[config.mk]
export PLATFORM = sky130hd
export DESIGN_NAME = dining_philosophers_arbiter
export DESIGN_NICKNAME = d
export VERILOG_FILES = /design/src/dpa_pkg.sv /design/src/dpa_datapath.sv /design/src/dpa_controller.sv /design/src/dining_philosophers_arbiter.sv
export SDC_FILE = /design/constraint.sdc
export NUM_CORES = 1
export LEC_CHECK = 0
export BUFFER_PORTS_ARGS = -buffer_cell sky130_fd_sc_hd__buf_2
export CAP_MARGIN = 40
export CORE_ASPECT_RATIO = 1.25
export CORE_UTILIZATION = 50
export DETAILED_ROUTE_END_ITERATION = 7
export GPL_ROUTABILITY_DRIVEN = 0
export PLACE_DENSITY = 0.76
export REMOVE_ABC_BUFFERS = 1
export SLEW_MARGIN = 20
export SYNTH_ARGS = -nofsm -noshare
export SYNTH_HDL_FRONTEND = slang
export SYNTH_SLANG_ARGS = --single-unit
[constraint.sdc]
create_clock -name clock -period 9 [get_ports clock]
set_input_delay 1.8 -clock clock [delete_from_list [all_inputs] [get_ports clock]]
set_output_delay 1.8 -clock clock [all_outputs]
set_load 0.02 [all_outputs]
[src/dpa_pkg.sv]
// Shared types and constants for the dining philosophers ring arbiter.
`timescale 1ns / 1ps

package dpa_pkg;

   // Per-seat state codes.
   localparam logic [1:0] ST_THINK  = 2'd0;
   localparam logic [1:0] ST_HUNGRY = 2'd1;
   localparam logic [1:0] ST_EAT    = 2'd2;

   // Input item function codes.
   localparam logic FUNC_REQUEST = 1'b0;
   localparam logic FUNC_RELEASE = 1'b1;

   // Seat count register.
   localparam int         SEAT_COUNT_W     = 5;
   localparam logic [4:0] SEAT_COUNT_RESET = 5'd5;

   // Field widths fixed by the item format.
   localparam int SEAT_W = 4;

   // Read address select codes.
   localparam logic [1:0] RD_TARGET = 2'd0;
   localparam logic [1:0] RD_LEFT   = 2'd1;
   localparam logic [1:0] RD_RIGHT  = 2'd2;

   // Input item.
   typedef struct packed {
      logic              func;
      logic [SEAT_W-1:0] seat;
   } req_type;

   // Result item.
   typedef struct packed {
      logic [SEAT_W-1:0] grant_seat;
      logic              last;
   } rsp_type;

   // Commands from the controller to the datapath.
   typedef struct packed {
      logic       accept;
      logic [1:0] rd_sel;
      logic       ok_init;
      logic       ok_and;
      logic       check;
      logic       tgt_right;
      logic       emit;
   } cmd_type;

   // Status from the datapath to the controller.
   typedef struct packed {
      logic in_range;
      logic req_func;
      logic grant;
      logic have_grant;
      logic out_free;
      logic emit_final;
   } sts_type;

endpackage

[src/dpa_datapath.sv]
// Datapath of the ring arbiter: seat state memory, neighbor test and grant buffer.
`timescale 1ns / 1ps

module dpa_datapath #(
   parameter int MAX_SEATS = 16
) (
   input  logic                               clock,
   input  logic                               reset,
   input  logic                               csr_valid,
   input  logic [dpa_pkg::SEAT_COUNT_W-1:0]   csr_data,
   input  dpa_pkg::req_type                   req_payload,
   input  dpa_pkg::cmd_type                   cmd,
   output dpa_pkg::sts_type                   sts,
   output logic                               rsp_valid,
   output dpa_pkg::rsp_type                   rsp_payload,
   input  logic                               rsp_stall
);

   localparam int IDX_W = $clog2(MAX_SEATS);
   localparam int CNT_W = $clog2(MAX_SEATS + 1);

   // Left neighbor in a ring of n seats.
   function automatic logic [IDX_W-1:0] left_of(input logic [IDX_W-1:0] i,
                                                input logic [CNT_W-1:0] n);
      logic [31:0] v;
      begin
         if (i == '0) begin
            v = 32'(n) - 32'd1;
         end else begin
            v = 32'(i) - 32'd1;
         end
         return v[IDX_W-1:0];
      end
   endfunction

   // Right neighbor in a ring of n seats.
   function automatic logic [IDX_W-1:0] right_of(input logic [IDX_W-1:0] i,
                                                 input logic [CNT_W-1:0] n);
      logic [31:0] v;
      begin
         v = 32'(i) + 32'd1;
         if (v == 32'(n)) begin
            v = 32'd0;
         end
         return v[IDX_W-1:0];
      end
   endfunction

   logic [dpa_pkg::SEAT_COUNT_W-1:0] seat_count_ff;
   logic [CNT_W-1:0]                 used_n;
   logic [31:0]                      seat_ext;
   logic [IDX_W-1:0]                 seat_idx;
   logic                             in_range;

   logic [1:0]       state_mem_ff [MAX_SEATS];
   logic [MAX_SEATS-1:0] written_ff;
   logic [1:0]       rd_data_ff;
   logic             rd_valid_ff;
   logic [1:0]       rd_state;
   logic [IDX_W-1:0] rd_addr;
   logic             wr_en;
   logic [IDX_W-1:0] wr_addr;
   logic [1:0]       wr_data;

   logic [IDX_W-1:0] target_ff, target_in;
   logic [IDX_W-1:0] seat_ff, seat_in;
   logic             ok_ff, ok_in;
   logic [IDX_W-1:0] g0_ff, g0_in;
   logic [IDX_W-1:0] g1_ff, g1_in;
   logic [1:0]       gcnt_ff, gcnt_in;
   logic             emit_idx_ff, emit_idx_in;
   logic             rsp_valid_ff, rsp_valid_in;
   dpa_pkg::rsp_type rsp_ff, rsp_in;

   logic             grant;
   logic             out_free;
   logic             emit_final;
   logic [31:0]      emit_seat_ext;

   // Seat count register: user must write it only while block is idle; unchecked.
   always_ff @(posedge clock) begin
      if (reset) begin
         seat_count_ff <= dpa_pkg::SEAT_COUNT_RESET;
      end else if (csr_valid) begin
         seat_count_ff <= csr_data;
      end
   end

   // Effective ring size, clamped to one and to the storage depth.
   always_comb begin
      if (seat_count_ff == '0) begin
         used_n = CNT_W'(1);
      end else if (32'(seat_count_ff) > MAX_SEATS) begin
         used_n = CNT_W'(MAX_SEATS);
      end else begin
         used_n = CNT_W'(seat_count_ff);
      end
   end

   // Incoming seat index and range check.
   assign seat_ext = 32'(req_payload.seat);
   assign seat_idx = seat_ext[IDX_W-1:0];
   assign in_range = seat_ext < 32'(used_n);

   // Read address select.
   always_comb begin
      case (cmd.rd_sel)
         dpa_pkg::RD_LEFT:  rd_addr = left_of(target_ff, used_n);
         dpa_pkg::RD_RIGHT: rd_addr = right_of(target_ff, used_n);
         default:           rd_addr = target_ff;
      endcase
   end

   // Write port: the item's own seat on accept, the target on a grant.
   always_comb begin
      wr_en   = 1'b0;
      wr_addr = target_ff;
      wr_data = dpa_pkg::ST_EAT;
      if (cmd.accept) begin
         wr_en   = 1'b1;
         wr_addr = seat_idx;
         wr_data = (req_payload.func == dpa_pkg::FUNC_RELEASE) ?
                   dpa_pkg::ST_THINK : dpa_pkg::ST_HUNGRY;
      end else if (cmd.check && grant) begin
         wr_en = 1'b1;
      end
   end

   // Seat state memory with registered read.
   always_ff @(posedge clock) begin
      if (wr_en) begin
         state_mem_ff[wr_addr] <= wr_data;
      end
      rd_data_ff <= state_mem_ff[rd_addr];
   end

   // Written flags: an entry never written reads as thinking.
   always_ff @(posedge clock) begin
      if (reset) begin
         written_ff  <= '0;
         rd_valid_ff <= 1'b0;
      end else begin
         if (wr_en) begin
            written_ff[wr_addr] <= 1'b1;
         end
         rd_valid_ff <= written_ff[rd_addr];
      end
   end

   assign rd_state = rd_valid_ff ? rd_data_ff : dpa_pkg::ST_THINK;

   // The target wins when it is hungry and neither neighbor is eating.
   assign grant      = ok_ff && (rd_state != dpa_pkg::ST_EAT);
   assign out_free   = !rsp_valid_ff || !rsp_stall;
   assign emit_final = ({1'b0, emit_idx_ff} + 2'd1) == gcnt_ff;
   assign emit_seat_ext = emit_idx_ff ? 32'(g1_ff) : 32'(g0_ff);

   // Next values of the working registers and the output register.
   always_comb begin
      target_in    = target_ff;
      seat_in      = seat_ff;
      ok_in        = ok_ff;
      g0_in        = g0_ff;
      g1_in        = g1_ff;
      gcnt_in      = gcnt_ff;
      emit_idx_in  = emit_idx_ff;
      rsp_valid_in = rsp_valid_ff;
      rsp_in       = rsp_ff;

      if (cmd.accept) begin
         seat_in     = seat_idx;
         target_in   = (req_payload.func == dpa_pkg::FUNC_RELEASE) ?
                       left_of(seat_idx, used_n) : seat_idx;
         gcnt_in     = 2'd0;
         emit_idx_in = 1'b0;
      end

      if (cmd.ok_init) begin
         ok_in = (rd_state == dpa_pkg::ST_HUNGRY);
      end else if (cmd.ok_and) begin
         ok_in = ok_ff && (rd_state != dpa_pkg::ST_EAT);
      end

      if (cmd.check && grant) begin
         if (gcnt_ff == 2'd0) begin
            g0_in = target_ff;
         end else begin
            g1_in = target_ff;
         end
         gcnt_in = gcnt_ff + 2'd1;
      end

      if (cmd.tgt_right) begin
         target_in = right_of(seat_ff, used_n);
      end

      if (rsp_valid_ff && !rsp_stall) begin
         rsp_valid_in = 1'b0;
      end
      if (cmd.emit) begin
         rsp_valid_in      = 1'b1;
         rsp_in.grant_seat = emit_seat_ext[dpa_pkg::SEAT_W-1:0];
         rsp_in.last       = emit_final;
         emit_idx_in       = emit_idx_ff + 1'b1;
      end
   end

   // Control registers.
   always_ff @(posedge clock) begin
      if (reset) begin
         gcnt_ff      <= 2'd0;
         emit_idx_ff  <= 1'b0;
         rsp_valid_ff <= 1'b0;
      end else begin
         gcnt_ff      <= gcnt_in;
         emit_idx_ff  <= emit_idx_in;
         rsp_valid_ff <= rsp_valid_in;
      end
   end

   // Payload registers.
   always_ff @(posedge clock) begin
      target_ff <= target_in;
      seat_ff   <= seat_in;
      ok_ff     <= ok_in;
      g0_ff     <= g0_in;
      g1_ff     <= g1_in;
      rsp_ff    <= rsp_in;
   end

   // Status to the controller.
   always_comb begin
      sts.in_range   = in_range;
      sts.req_func   = req_payload.func;
      sts.grant      = grant;
      sts.have_grant = (gcnt_ff != 2'd0);
      sts.out_free   = out_free;
      sts.emit_final = emit_final;
   end

   assign rsp_valid   = rsp_valid_ff;
   assign rsp_payload = rsp_ff;

   // An item never buffers more than two grants.
   a_gcnt_max: assert property (@(posedge clock) disable iff (reset)
      gcnt_ff != 2'd3)
      else $error("grant buffer overflow");

   // A grant goes out only when one is buffered and the output can take it.
   a_emit_ok: assert property (@(posedge clock) disable iff (reset)
      cmd.emit |-> (gcnt_ff != 2'd0) && out_free)
      else $error("emit without a buffered grant or a free output");

   // The grant decision follows the last neighbor read.
   a_check_order: assert property (@(posedge clock) disable iff (reset)
      cmd.check |-> $past(cmd.ok_and))
      else $error("grant check out of sequence");

endmodule

[src/dpa_controller.sv]
// Controller state machine of the ring arbiter: sequences the seat tests and grant output.
`timescale 1ns / 1ps

module dpa_controller (
   input  logic             clock,
   input  logic             reset,
   input  logic             req_valid,
   output logic             req_stall,
   input  dpa_pkg::sts_type sts,
   output dpa_pkg::cmd_type cmd
);

   localparam logic [2:0] S_IDLE = 3'd0;
   localparam logic [2:0] S_RD_T = 3'd1;
   localparam logic [2:0] S_RD_L = 3'd2;
   localparam logic [2:0] S_RD_R = 3'd3;
   localparam logic [2:0] S_CHK  = 3'd4;
   localparam logic [2:0] S_EMIT = 3'd5;

   localparam logic [1:0] PH_REQ   = 2'd0;
   localparam logic [1:0] PH_LEFT  = 2'd1;
   localparam logic [1:0] PH_RIGHT = 2'd2;

   logic [2:0] state_ff, state_in;
   logic [1:0] phase_ff, phase_in;

   // Next state and commands.
   always_comb begin
      state_in = state_ff;
      phase_in = phase_ff;
      cmd      = '0;
      cmd.rd_sel = dpa_pkg::RD_TARGET;

      case (state_ff)
         S_IDLE: begin
            if (req_valid && sts.in_range) begin
               cmd.accept = 1'b1;
               phase_in   = (sts.req_func == dpa_pkg::FUNC_RELEASE) ? PH_LEFT : PH_REQ;
               state_in   = S_RD_T;
            end
         end
         S_RD_T: begin
            cmd.rd_sel = dpa_pkg::RD_TARGET;
            state_in   = S_RD_L;
         end
         S_RD_L: begin
            cmd.rd_sel  = dpa_pkg::RD_LEFT;
            cmd.ok_init = 1'b1;
            state_in    = S_RD_R;
         end
         S_RD_R: begin
            cmd.rd_sel = dpa_pkg::RD_RIGHT;
            cmd.ok_and = 1'b1;
            state_in   = S_CHK;
         end
         S_CHK: begin
            cmd.check = 1'b1;
            case (phase_ff)
               PH_LEFT: begin
                  cmd.tgt_right = 1'b1;
                  phase_in      = PH_RIGHT;
                  state_in      = S_RD_T;
               end
               PH_RIGHT: begin
                  state_in = (sts.grant || sts.have_grant) ? S_EMIT : S_IDLE;
               end
               default: begin
                  state_in = sts.grant ? S_EMIT : S_IDLE;
               end
            endcase
         end
         S_EMIT: begin
            if (sts.out_free) begin
               cmd.emit = 1'b1;
               if (sts.emit_final) begin
                  state_in = S_IDLE;
               end
            end
         end
         default: begin
            state_in = S_IDLE;
         end
      endcase
   end

   // State registers.
   always_ff @(posedge clock) begin
      if (reset) begin
         state_ff <= S_IDLE;
         phase_ff <= PH_REQ;
      end else begin
         state_ff <= state_in;
         phase_ff <= phase_in;
      end
   end

   assign req_stall = (state_ff != S_IDLE);

   // The grant check always comes straight after the right neighbor read.
   a_chk_after_rd: assert property (@(posedge clock) disable iff (reset)
      (state_ff == S_CHK) |-> ($past(state_ff) == S_RD_R))
      else $error("grant check entered out of sequence");

endmodule

[src/dining_philosophers_arbiter.sv]
// Top level of the dining philosophers ring arbiter.
`timescale 1ns / 1ps

// Ring arbiter for seats that share one resource with each neighbor. A request item
// makes its seat hungry and grants it if neither neighbor is eating; a release item
// makes its seat thinking and re-tests the left, then the right neighbor. Each grant
// is one result item, and the last grant of an input item has last set. Items whose
// seat is at or above the effective seat count give no result. Items are handled one
// at a time: a new item is taken only once the last one's seat tests and grants
// are done, and a stall on the result side holds the block. The seat state memory
// has one registered read port, so each seat test reads the seat and its two
// neighbors in turn. The seat count register takes writes at any time but must
// only be written while no item is in flight.
module dining_philosophers_arbiter #(
   parameter int MAX_SEATS = 16
) (
   input  logic                             clock,
   input  logic                             reset,
   input  logic                             csr_valid,
   output logic                             csr_ready,
   input  logic [dpa_pkg::SEAT_COUNT_W-1:0] csr_data,
   input  logic                             req_valid,
   output logic                             req_stall,
   input  dpa_pkg::req_type                 req_payload,
   output logic                             rsp_valid,
   input  logic                             rsp_stall,
   output dpa_pkg::rsp_type                 rsp_payload
);

   dpa_pkg::cmd_type cmd;
   dpa_pkg::sts_type sts;

   // The seat count register is always ready.
   assign csr_ready = 1'b1;

   // Sequencer.
   dpa_controller u_ctrl (
      .clock     (clock),
      .reset     (reset),
      .req_valid (req_valid),
      .req_stall (req_stall),
      .sts       (sts),
      .cmd       (cmd)
   );

   // State memory and grant path.
   dpa_datapath #(
      .MAX_SEATS (MAX_SEATS)
   ) u_dp (
      .clock       (clock),
      .reset       (reset),
      .csr_valid   (csr_valid),
      .csr_data    (csr_data),
      .req_payload (req_payload),
      .cmd         (cmd),
      .sts         (sts),
      .rsp_valid   (rsp_valid),
      .rsp_payload (rsp_payload),
      .rsp_stall   (rsp_stall)
   );

endmodule

==> impl_metrics.tcl, run 1 <==
set metrics [dict create \
    status "complete, no violations" \
    clkLatencyLatePin_ns 0.34 \
    ff2ff_setup_slack_ns 5.27 \
    hp-class "register to register" \
    slowest_delay_ns 0.57 \
    ys.flop_type "edfxtp_1" \
    drv_slew 0 \
    slew_headroom_pct 52.5 \
    grt_pass1_vias 3486 \
    post_cts_buffers 0 \
    worstPathRequired_ns 9.23 \
    worst_setup_path_end_kind "register" \
    cp_max_fo 14 \
    via_count 3564 \
    nets 490 \
    hold_violations 0 \
    drt_iter0_markers 251 \
    power_density_nw_per_um2 216 \
    initial_core_util_pct 51.3 \
    rsz0062_at_grt "no" \
    hold_end "u_dp.written_ff[13]" \
    synth_largest_area_cell "edfxtp_1" \
    ir_drop_mv 0.113 \
    grt_use_met2_pct 40.7 \
    std_cell_rows 39 \
    clkSlewWorstSetupHoldPaths_ns 0.06 \
    cp_cell_sequence "buf_2, ha_1, a21oi_1, o2111ai_1, and2_1, buf_8, inv_2, a31oi_1, nor2_1, o21ba_2" \
    met3_usage_pct 4.32 \
    crit_arrival_ns 4.37 \
    routed_wl_um 10700 \
    n_antenna_cell 0 \
    synth_common_cells "edfxtp_1, nor2_1, dfxtp_1" \
    synth-seq-cells 87 \
    drc 0 \
    seq_area_frac_synth_pct 48.8 \
    die_h_um 110 \
    critPathTopFamily "compound AO/OA/AOI/OAI gates" \
    power_leakage_nw 1.84 \
    async_flop_share_pct 0 \
    grt_pass1_wl_um 17200 \
    avgSynthCellArea_um2 10.5 \
    min_period_over_period_pct 46.0 \
    setup_viol 0 \
    post_cts_resize_count 0 \
    cts_tree "built" \
    cts.sinks 87 \
    ios 23 \
    cts_hold_buffers 0 \
    slowest_stage "a31oi_1" \
    r2r-start "u_ctrl.state_ff[1]" \
    start_kind "input pin" \
    tightest_slew_ns 0.707 \
    synth_top_area_share_pct 34.7 \
    synth.distinct_cells 69 \
    final_util_pct 56.5 \
    portBuffers 21 \
    path_buf_inv 3 \
    area_growth_syn_to_layout_pct 10.2 \
    place_hpwl_um 7760 \
    final.setup.tns_ns 0 \
    ff2ff_path_depth 12 \
    grt_remaining_overflow 0 \
    syn_inst 447 \
    grt_usage_pct 23.9 \
    setup.worst_path.class "input pin to register" \
    layout_min_cycle_time_ns 4.14 \
    regArea_um2 2280 \
    busiest_layer "met2" \
    nFillCells 785 \
    multi_input_area_um2 2180 \
    worstHoldStart "u_dp.written_ff[13]" \
    clk_path_buf_depth 2 \
    worst_r2r_endpoint "u_dp.rd_valid_ff" \
    fin_skew_ns 0.00562 \
    wire_per_inst_um 18.2 \
    antenna_left 0 \
    max_cap_viol_count 0 \
    cts-htree-levels 3 \
    synthTopCellsByArea "edfxtp_1, dfxtp_1, nor2_1" \
    fin_total_pwr_mw 1.11 \
    root_buffer "clkbuf_16" \
    die_width_um 88.5 \
    drive_gt1_share_pct 15.2 \
    fp.coreArea_um2 9130 \
    synth_edf_count 54 \
    syn_area_um2 4680 \
    antenna_found_initial 0 \
    drtPass1Iterations 5 \
    timing.fmax_ghz 0.242 \
    grt_max_degree 32 \
    vias_per_cell 6.04 \
    cts_buffers 9 \
    ys_warn_count 0 \
    dieArea_um2 9750 \
    grtUsageMet1_pct 28.1 \
    whs_path_depth 1 \
    yosysMostFrequentCell "edfxtp_1" \
]
-- report_power, final --
| group | leakage [nW] | internal [mW] | total, mW | switching (mW) |
|---|---|---|---|---|
| Combinational | 0.937 | 0.101 | 0.275 | 0.175 |
| Clock | 0.138 | 0.211 | 0.359 | 0.148 |
| Sequential | 0.760 | 0.456 | 0.479 | 0.0226 |
-- placed cells by master, fill, tap and decap left out, types with 9 or more instances in the layout --
cell type   n
o21ai_0    17
dfxtp_1    33
o21ba_2    16
mux2i_1    17
inv_1      23
nor3_1     11
buf_2      21
a21oi_1    26
ha_1       13
edfxtp_1   54
a21boi_0   14
nor2_1     50
clkbuf_16  10
nand2_1    15
a31oi_1     9
-- metrics by stage --
stage / setup slack [ns] / std cells / hold WS (ns) / area [um^2]
after floorplan: 5.22 / 425 / 0.452 / 4550
after global placement: 4.31 / 572 / 0.462 / 4830
after detailed placement: 4.26 / 573 / 0.466 / 4840
after CTS: 4.63 / 589 / 0.487 / 5140
after global routing: 4.70 / 590 / 0.500 / 5150
final: 4.86 / 590 / 0.483 / 5150
-- how the worst max path moves through the flow --
stage                    from                  end  slack, ns  depth (start not counted)
3_3_place_gp   req_payload[2]  u_dp.written_ff[11]       4.31                          9
6_report       req_payload[1]   u_dp.written_ff[3]       4.86                         10
3_5_place_dp   req_payload[1]   u_dp.written_ff[3]       4.26                          9
4_1_cts        req_payload[1]   u_dp.written_ff[3]       4.63                          9
2_1_floorplan  req_payload[1]   u_dp.written_ff[1]       5.22                          8
5_1_grt        req_payload[2]  u_dp.written_ff[13]       4.70                         10
-- layer usage --
| layer | share of wire, % | up-vias | wire length [um] |
|---|---|---|---|
| li1 | - | 1711 | - |
| met1 | 41 | 1706 | 4350 |
| met2 | 50 | 123 | 5360 |
| met3 | 6.1 | 24 | 652 |
| met4 | 3.3 | 0 | 355 |
| met5 | 0 | - | 0 |
-- sequential cells by signal (all words and copies together), names as in the netlist --
signal,count
u_dp.written_ff,16
u_dp.seat_ff,4
u_dp.rd_data_ff,2
u_dp.g0_ff,4
u_dp.ok_ff,1
u_dp.rd_valid_ff,1
u_dp.target_ff,4
u_dp.g1_ff,4
u_dp.seat_count_ff,5
u_ctrl.state_ff,3
u_dp.rsp_valid,1
u_dp.rsp_payload,5
u_dp.state_mem_ff,32
u_dp.gcnt_ff,2
u_ctrl.phase_ff,2
u_dp.emit_idx_ff,1
-- kinds of logic after synthesis --
group / Yosys count / synth area share [%]
AO/OA/AOI/OAI: 139 / 22.0
AND/OR/NAND/NOR: 128 / 13.7
buffers and inverters: 46 / 4.65
XOR/XNOR: 9 / 1.98
other: 1 / 0.0801
flip-flops: 87 / 48.8
adder cells (fa/ha/maj): 13 / 3.48
multiplexers: 24 / 5.32
-- final cells by class --
type                    count  area share, %
multi-input cells         314           42.3
well taps                 123           2.99
repair buffers             26           2.99
inverters                  24           1.75
clock buffers              12           5.19
clock inverters             4          0.534
flip-flops and latches     87           44.3
No activity file was read; power rests on OpenSTA's default activity.
==> run 2: changes to the inputs <==
- clock period: 9 -> 3.9 ns (I/O delays scaled with it)
==> run 2 against run 1 <==
Net effect:
- register-to-register slack lost 4.8 ns
- sequential share of layout area increased by 0.23 points
- critical path depth increased by 2
- combinational power rose by 130%
- routed wire length up 2.1%
- global-route usage grew 1.1 points
- sequential power is 130% higher
- setup slack lost 4.4 ns
- clock skew is 0.00071 ns higher
- via count increased by 1.5%
- design area shrank 0.51%
- first-iteration DRC count is 32% higher
- largest cell class unchanged
- highest routed layer unchanged
==> impl_metrics.tcl, run 2 (synthesized netlist as in run 1, its figures left out) <==
set metrics [dict create \
    critPathLaunch "u_ctrl.state_ff[1]" \
    die_h_um 110 \
    place_hpwl_um 7600 \
    cp-endpoint "u_dp.rd_valid_ff" \
    ff2ff_setup_slack_ns 0.43 \
    fp.coreArea_um2 9130 \
    antenna_left 0 \
    cts_buffers 9 \
    routed_wl_um 10900 \
    timing.fmax_ghz 0.288 \
    clkLatencyLatePin_ns 0.35 \
    power_leakage_nw 1.83 \
    drive_gt1_share_pct 15.6 \
    cts_hold_buffers 0 \
    max_cap_viol_count 0 \
    fin_skew_ns 0.00633 \
    p_int_mw 1.73 \
    worstPathRequired_ns 4.14 \
    grt_usage_pct 25.0 \
    p_sw_share_pct 31.7 \
    nets 490 \
    portBuffers 21 \
    initial_core_util_pct 51.3 \
    drc 0 \
    drv_slew 0 \
    clkSlewWorstSetupHoldPaths_ns 0.06 \
    final.setup.tns_ns 0 \
    final_util_pct 56.2 \
    area_growth_syn_to_layout_pct 9.60 \
    rsz0062_at_grt "no" \
    min_period_over_period_pct 88.9 \
    drt_iter0_markers 331 \
    ff2ff_path_depth 12 \
    wire_per_inst_um 18.6 \
    n_antenna_cell 0 \
    nFillCells 788 \
    antenna_found_initial 0 \
    combPwrFrac_pct 24.9 \
    tightest_slew_ns 0.778 \
    slew_headroom_pct 47.9 \
    setup.worst_path.class "register to register" \
    largestRegisters "u_dp.state_mem_ff: 32 flops, u_dp.written_ff: 16 flops" \
    power_frac_clock_pct 31.4 \
    hold_violations 0 \
    worst_setup_path_end_kind "register" \
    cts_tree "built" \
    r2r-start "u_ctrl.state_ff[1]" \
    post_cts_buffers 0 \
    drtPass1Iterations 5 \
    die_width_um 88.5 \
    start_kind "register" \
    p_switching_uw 804 \
    largest_reg_flops 32 \
    fin_total_pwr_mw 2.53 \
    dieArea_um2 9750 \
    fin_area_um2 5130 \
    grt_pass1_wl_um 17800 \
    setup_viol 0 \
    root_buffer "clkbuf_16" \
    crit_arrival_ns 3.71 \
    std_cell_rows 39 \
    hp-class "register to register" \
    seqPwrFrac_pct 43.7 \
    ir_drop_mv 0.310 \
    ios 23 \
    grt_remaining_overflow 0 \
    cp_max_fo 20 \
    cts-htree-levels 3 \
    status "complete, no violations" \
    layout_min_cycle_time_ns 3.47 \
    top_register "u_dp.state_mem_ff" \
    worst_r2r_endpoint "u_dp.rd_valid_ff" \
    grt_pass1_vias 3545 \
    grt_max_degree 32 \
    vias_per_cell 6.13 \
    place_area_um2 4850 \
    final_cell_mix "edfxtp_1, nor2_1, dfxtp_1" \
    via_count 3619 \
    cts.sinks 87 \
    clk_path_buf_depth 2 \
    power_density_nw_per_um2 494 \
    final_common_cell "edfxtp_1" \
]
-- run 2: cell count changes in the layout (fill, tap and decap cells not counted) --
cell,previous run,this run
nor3b_1,2,1
a2111oi_1,0,1
buf_4,3,5
clkinvlp_4,2,1
a2111oi_0,8,7
buf_6,1,0
clkinv_2,0,3
clkbuf_16,10,9
nor3b_2,0,1
buf_8,1,0
clkinv_1,1,0
-- run 2: metal layers --
layer,share of wire (%),routed length (um),track usage [%]
met1,41,4480,29.2
met2,49,5410,41.9
met3,5.2,573,4.84
met4,4.4,485,15.4
met5,0,0,0
-- run 2: metrics by stage --
step	cells	setup slack (ns)	hold slack (ns)
after detailed placement	574	0.242	0.466
after CTS	590	0.231	0.481
after global placement	574	0.241	0.463
after global routing	590	0.0988	0.496
final	590	0.431	0.475
after floorplan	425	0.119	0.452
-- run 2: critical path, stage by stage, from the launching register on --
cell and delay (ns):
dfxtp_1 0.44, nor3b_2 0.34, inv_1 0.11, ha_1 0.50, inv_1 0.13, nor2_1 0.25, and2_1 0.17, o21ai_0 0.07
buf_4 0.22, and2_4 0.23, a2111oi_1 0.57, nor4_1 0.11, a22o_1 0.22
-- run 2: power groups by stage --
stage | registers (mW) | clock network, mW | logic (mW)
2_1_floorplan | 1.11 | 0 | 0.433
3_3_place_gp | 1.12 | 0 | 0.606
3_5_place_dp | 1.13 | 0 | 0.618
4_1_cts | 1.11 | 0.808 | 0.622
5_1_grt | 1.12 | 0.847 | 0.692
6_report | 1.11 | 0.795 | 0.632
-- run 2: timing repair --
item	4_1_cts	5_1_grt
setup endpoints to repair	0	1
endpoints found under the hold margin	0	0
resized for setup	0	2
-- run 2: how the worst min path moves through the flow --
stage	from	endpoint	slack, ns	cells past startpoint
global placement	u_dp.written_ff[13]	u_dp.written_ff[13]	0.46	1
finish	u_dp.written_ff[5]	u_dp.written_ff[5]	0.48	1
CTS	u_dp.written_ff[11]	u_dp.written_ff[11]	0.48	1
global route	u_dp.written_ff[13]	u_dp.written_ff[13]	0.50	1
floorplan	u_dp.written_ff[11]	u_dp.written_ff[11]	0.45	1
detailed placement	u_dp.written_ff[13]	u_dp.written_ff[13]	0.47	1
-- run 2: cell type report --
type	count	area (um^2)	area share, %
Clock buffer	11	243	4.73
Clock inverter	5	31.3	0.610
Inverter	24	90.1	1.76
Multi-Input combinational cell	314	2190	42.6
Sequential cell	87	2280	44.5
Tap cell	123	154	3.00
Timing Repair Buffer	26	143	2.78
==> run 3: changes to the inputs <==
- clock period: 3.9 -> 3.3 ns (I/O delays scaled with it)
==> run 3 against run 2 <==
Net effect:
- setup slack worse by 0.20 ns
- critical path depth decreased by 1
- first-iteration DRC count did not move
- routed wire length is essentially flat
- non-clock buffer count is 17 higher
- sequential power up 16%
- combinational power rose by 26%
- register-to-register slack lost 0.20 ns
- design area rose by 2.8%
- die area did not move
- largest cell class unchanged
- largest power group unchanged
- highest routed layer unchanged
==> impl_metrics.tcl, run 3 (synthesized netlist as in run 1, its figures left out) <==
set metrics [dict create \
    std_cell_rows 39 \
    whs_ns 0.488 \
    initial_core_util_pct 51.3 \
    place_area_um2 4980 \
    dieArea_um2 9750 \
    grt_pass1_wl_um 17800 \
    final_util_pct 57.8 \
    ios 23 \
    antenna_found_initial 0 \
    fin_total_pwr_mw 3.04 \
    dpl.cell_count 591 \
    drc 0 \
    via_count 3632 \
    top_register "u_dp.state_mem_ff" \
    drv_slew 0 \
    worst_setup_path_end_kind "register" \
    cts.sinks 87 \
    hp-class "register to register" \
    crit_arrival_ns 3.35 \
    largest_reg_flops 32 \
    fin_area_um2 5270 \
    max_cap_viol_count 0 \
    root_buffer "clkbuf_16" \
    nFillCells 762 \
    cp_max_fo 13 \
    clkSlewWorstSetupHoldPaths_ns 0.06 \
    setup_ws_ns 0.232 \
    hold_violations 0 \
    ir_drop_mv 0.358 \
    grt_remaining_overflow 0 \
    nets 507 \
    slew_headroom_pct 55.4 \
    rsz0062_at_grt "no" \
    final_cell_mix "edfxtp_1, nor2_1, dfxtp_1" \
    power_density_nw_per_um2 577 \
    cts_hold_buffers 0 \
    n_antenna_cell 0 \
    setup.worst_path.class "register to register" \
    drtPass1Iterations 5 \
    final_cell_count_no_fill 607 \
    grt_pass1_vias 3550 \
    power_leakage_nw 1.91 \
    final_common_cell "edfxtp_1" \
    largestRegisters "u_dp.state_mem_ff: 32 flops, u_dp.written_ff: 16 flops" \
    fp.coreArea_um2 9130 \
    cts_tree "built" \
    cts_buffers 9 \
    die_h_um 110 \
    min_period_over_period_pct 93.0 \
    layout_min_cycle_time_ns 3.07 \
    pre_cts_ws_ns 0.212 \
    drive_gt1_share_pct 18.8 \
    routed_wl_um 10900 \
    vias_per_cell 5.98 \
    fin_skew_ns 0.00715 \
    grt_usage_pct 24.7 \
    cts-htree-levels 3 \
    worstPathRequired_ns 3.58 \
    area_growth_syn_to_layout_pct 12.6 \
    timing.fmax_ghz 0.326 \
    final.setup.tns_ns 0 \
    portBuffers 21 \
    wire_per_inst_um 18.0 \
    setup_viol 0 \
    clkLatencyLatePin_ns 0.34 \
    status "complete, no violations" \
    antenna_left 0 \
    place_hpwl_um 8000 \
    clk_path_buf_depth 2 \
    grt_max_degree 32 \
    start_kind "register" \
    drt_iter0_markers 331 \
    tightest_slew_ns 0.662 \
    die_width_um 88.5 \
]
[run 3: power breakdown]
group | total [mW] | switching (mW) | internal [mW]
clock network | 0.950 | 0.429 | 0.522
logic | 0.796 | 0.487 | 0.308
registers | 1.29 | 0.0500 | 1.24
total | 3.04 | 0.966 | 2.07
[run 3: final cells by class]
class	instances	area, um^2	share of cell area [%]
Timing Repair Buffer	43	270	5.13
Inverter	24	90.1	1.71
Sequential cell	87	2280	43.3
Clock inverter	6	53.8	1.02
Clock buffer	10	229	4.34
Tap cell	123	154	2.92
Multi-Input combinational cell	314	2190	41.6
[run 3: worst max-delay path: stages, from the launching register on]
cell and delay, ns:
edfxtp_1 0.38, buf_4 0.18, ha_1 0.26, xnor2_1 0.15
a221oi_1 0.27, a21oi_1 0.19, o21ai_1 0.40, o21ai_0 0.16
buf_4 0.20, or4_1 0.51, o311ai_0 0.11, o32a_1 0.19
[run 3: routing by layer]
layer | track usage, % | routed length, um
met5 | 0 | 0
met4 | 14.4 | 493
met3 | 4.32 | 605
met2 | 40.7 | 5320
met1 | 30.3 | 4520
[run 3: worst paths after layout]
kind	from	depth (start not counted)	slack, ns	endpoint
max	u_dp.target_ff[1]	11	0.23	u_dp.rd_data_ff[0]
min	u_dp.written_ff[5]	1	0.49	u_dp.written_ff[5]
max reg2reg	u_dp.target_ff[1]	11	0.23	u_dp.rd_data_ff[0]
min reg2reg	u_dp.written_ff[5]	1	0.49	u_dp.written_ff[5]
[run 3: timing repair]
action | CTS | global route
gates resized for setup | 0 | 3
setup endpoints to repair | 0 | 1
buffers inserted | 0 | 0
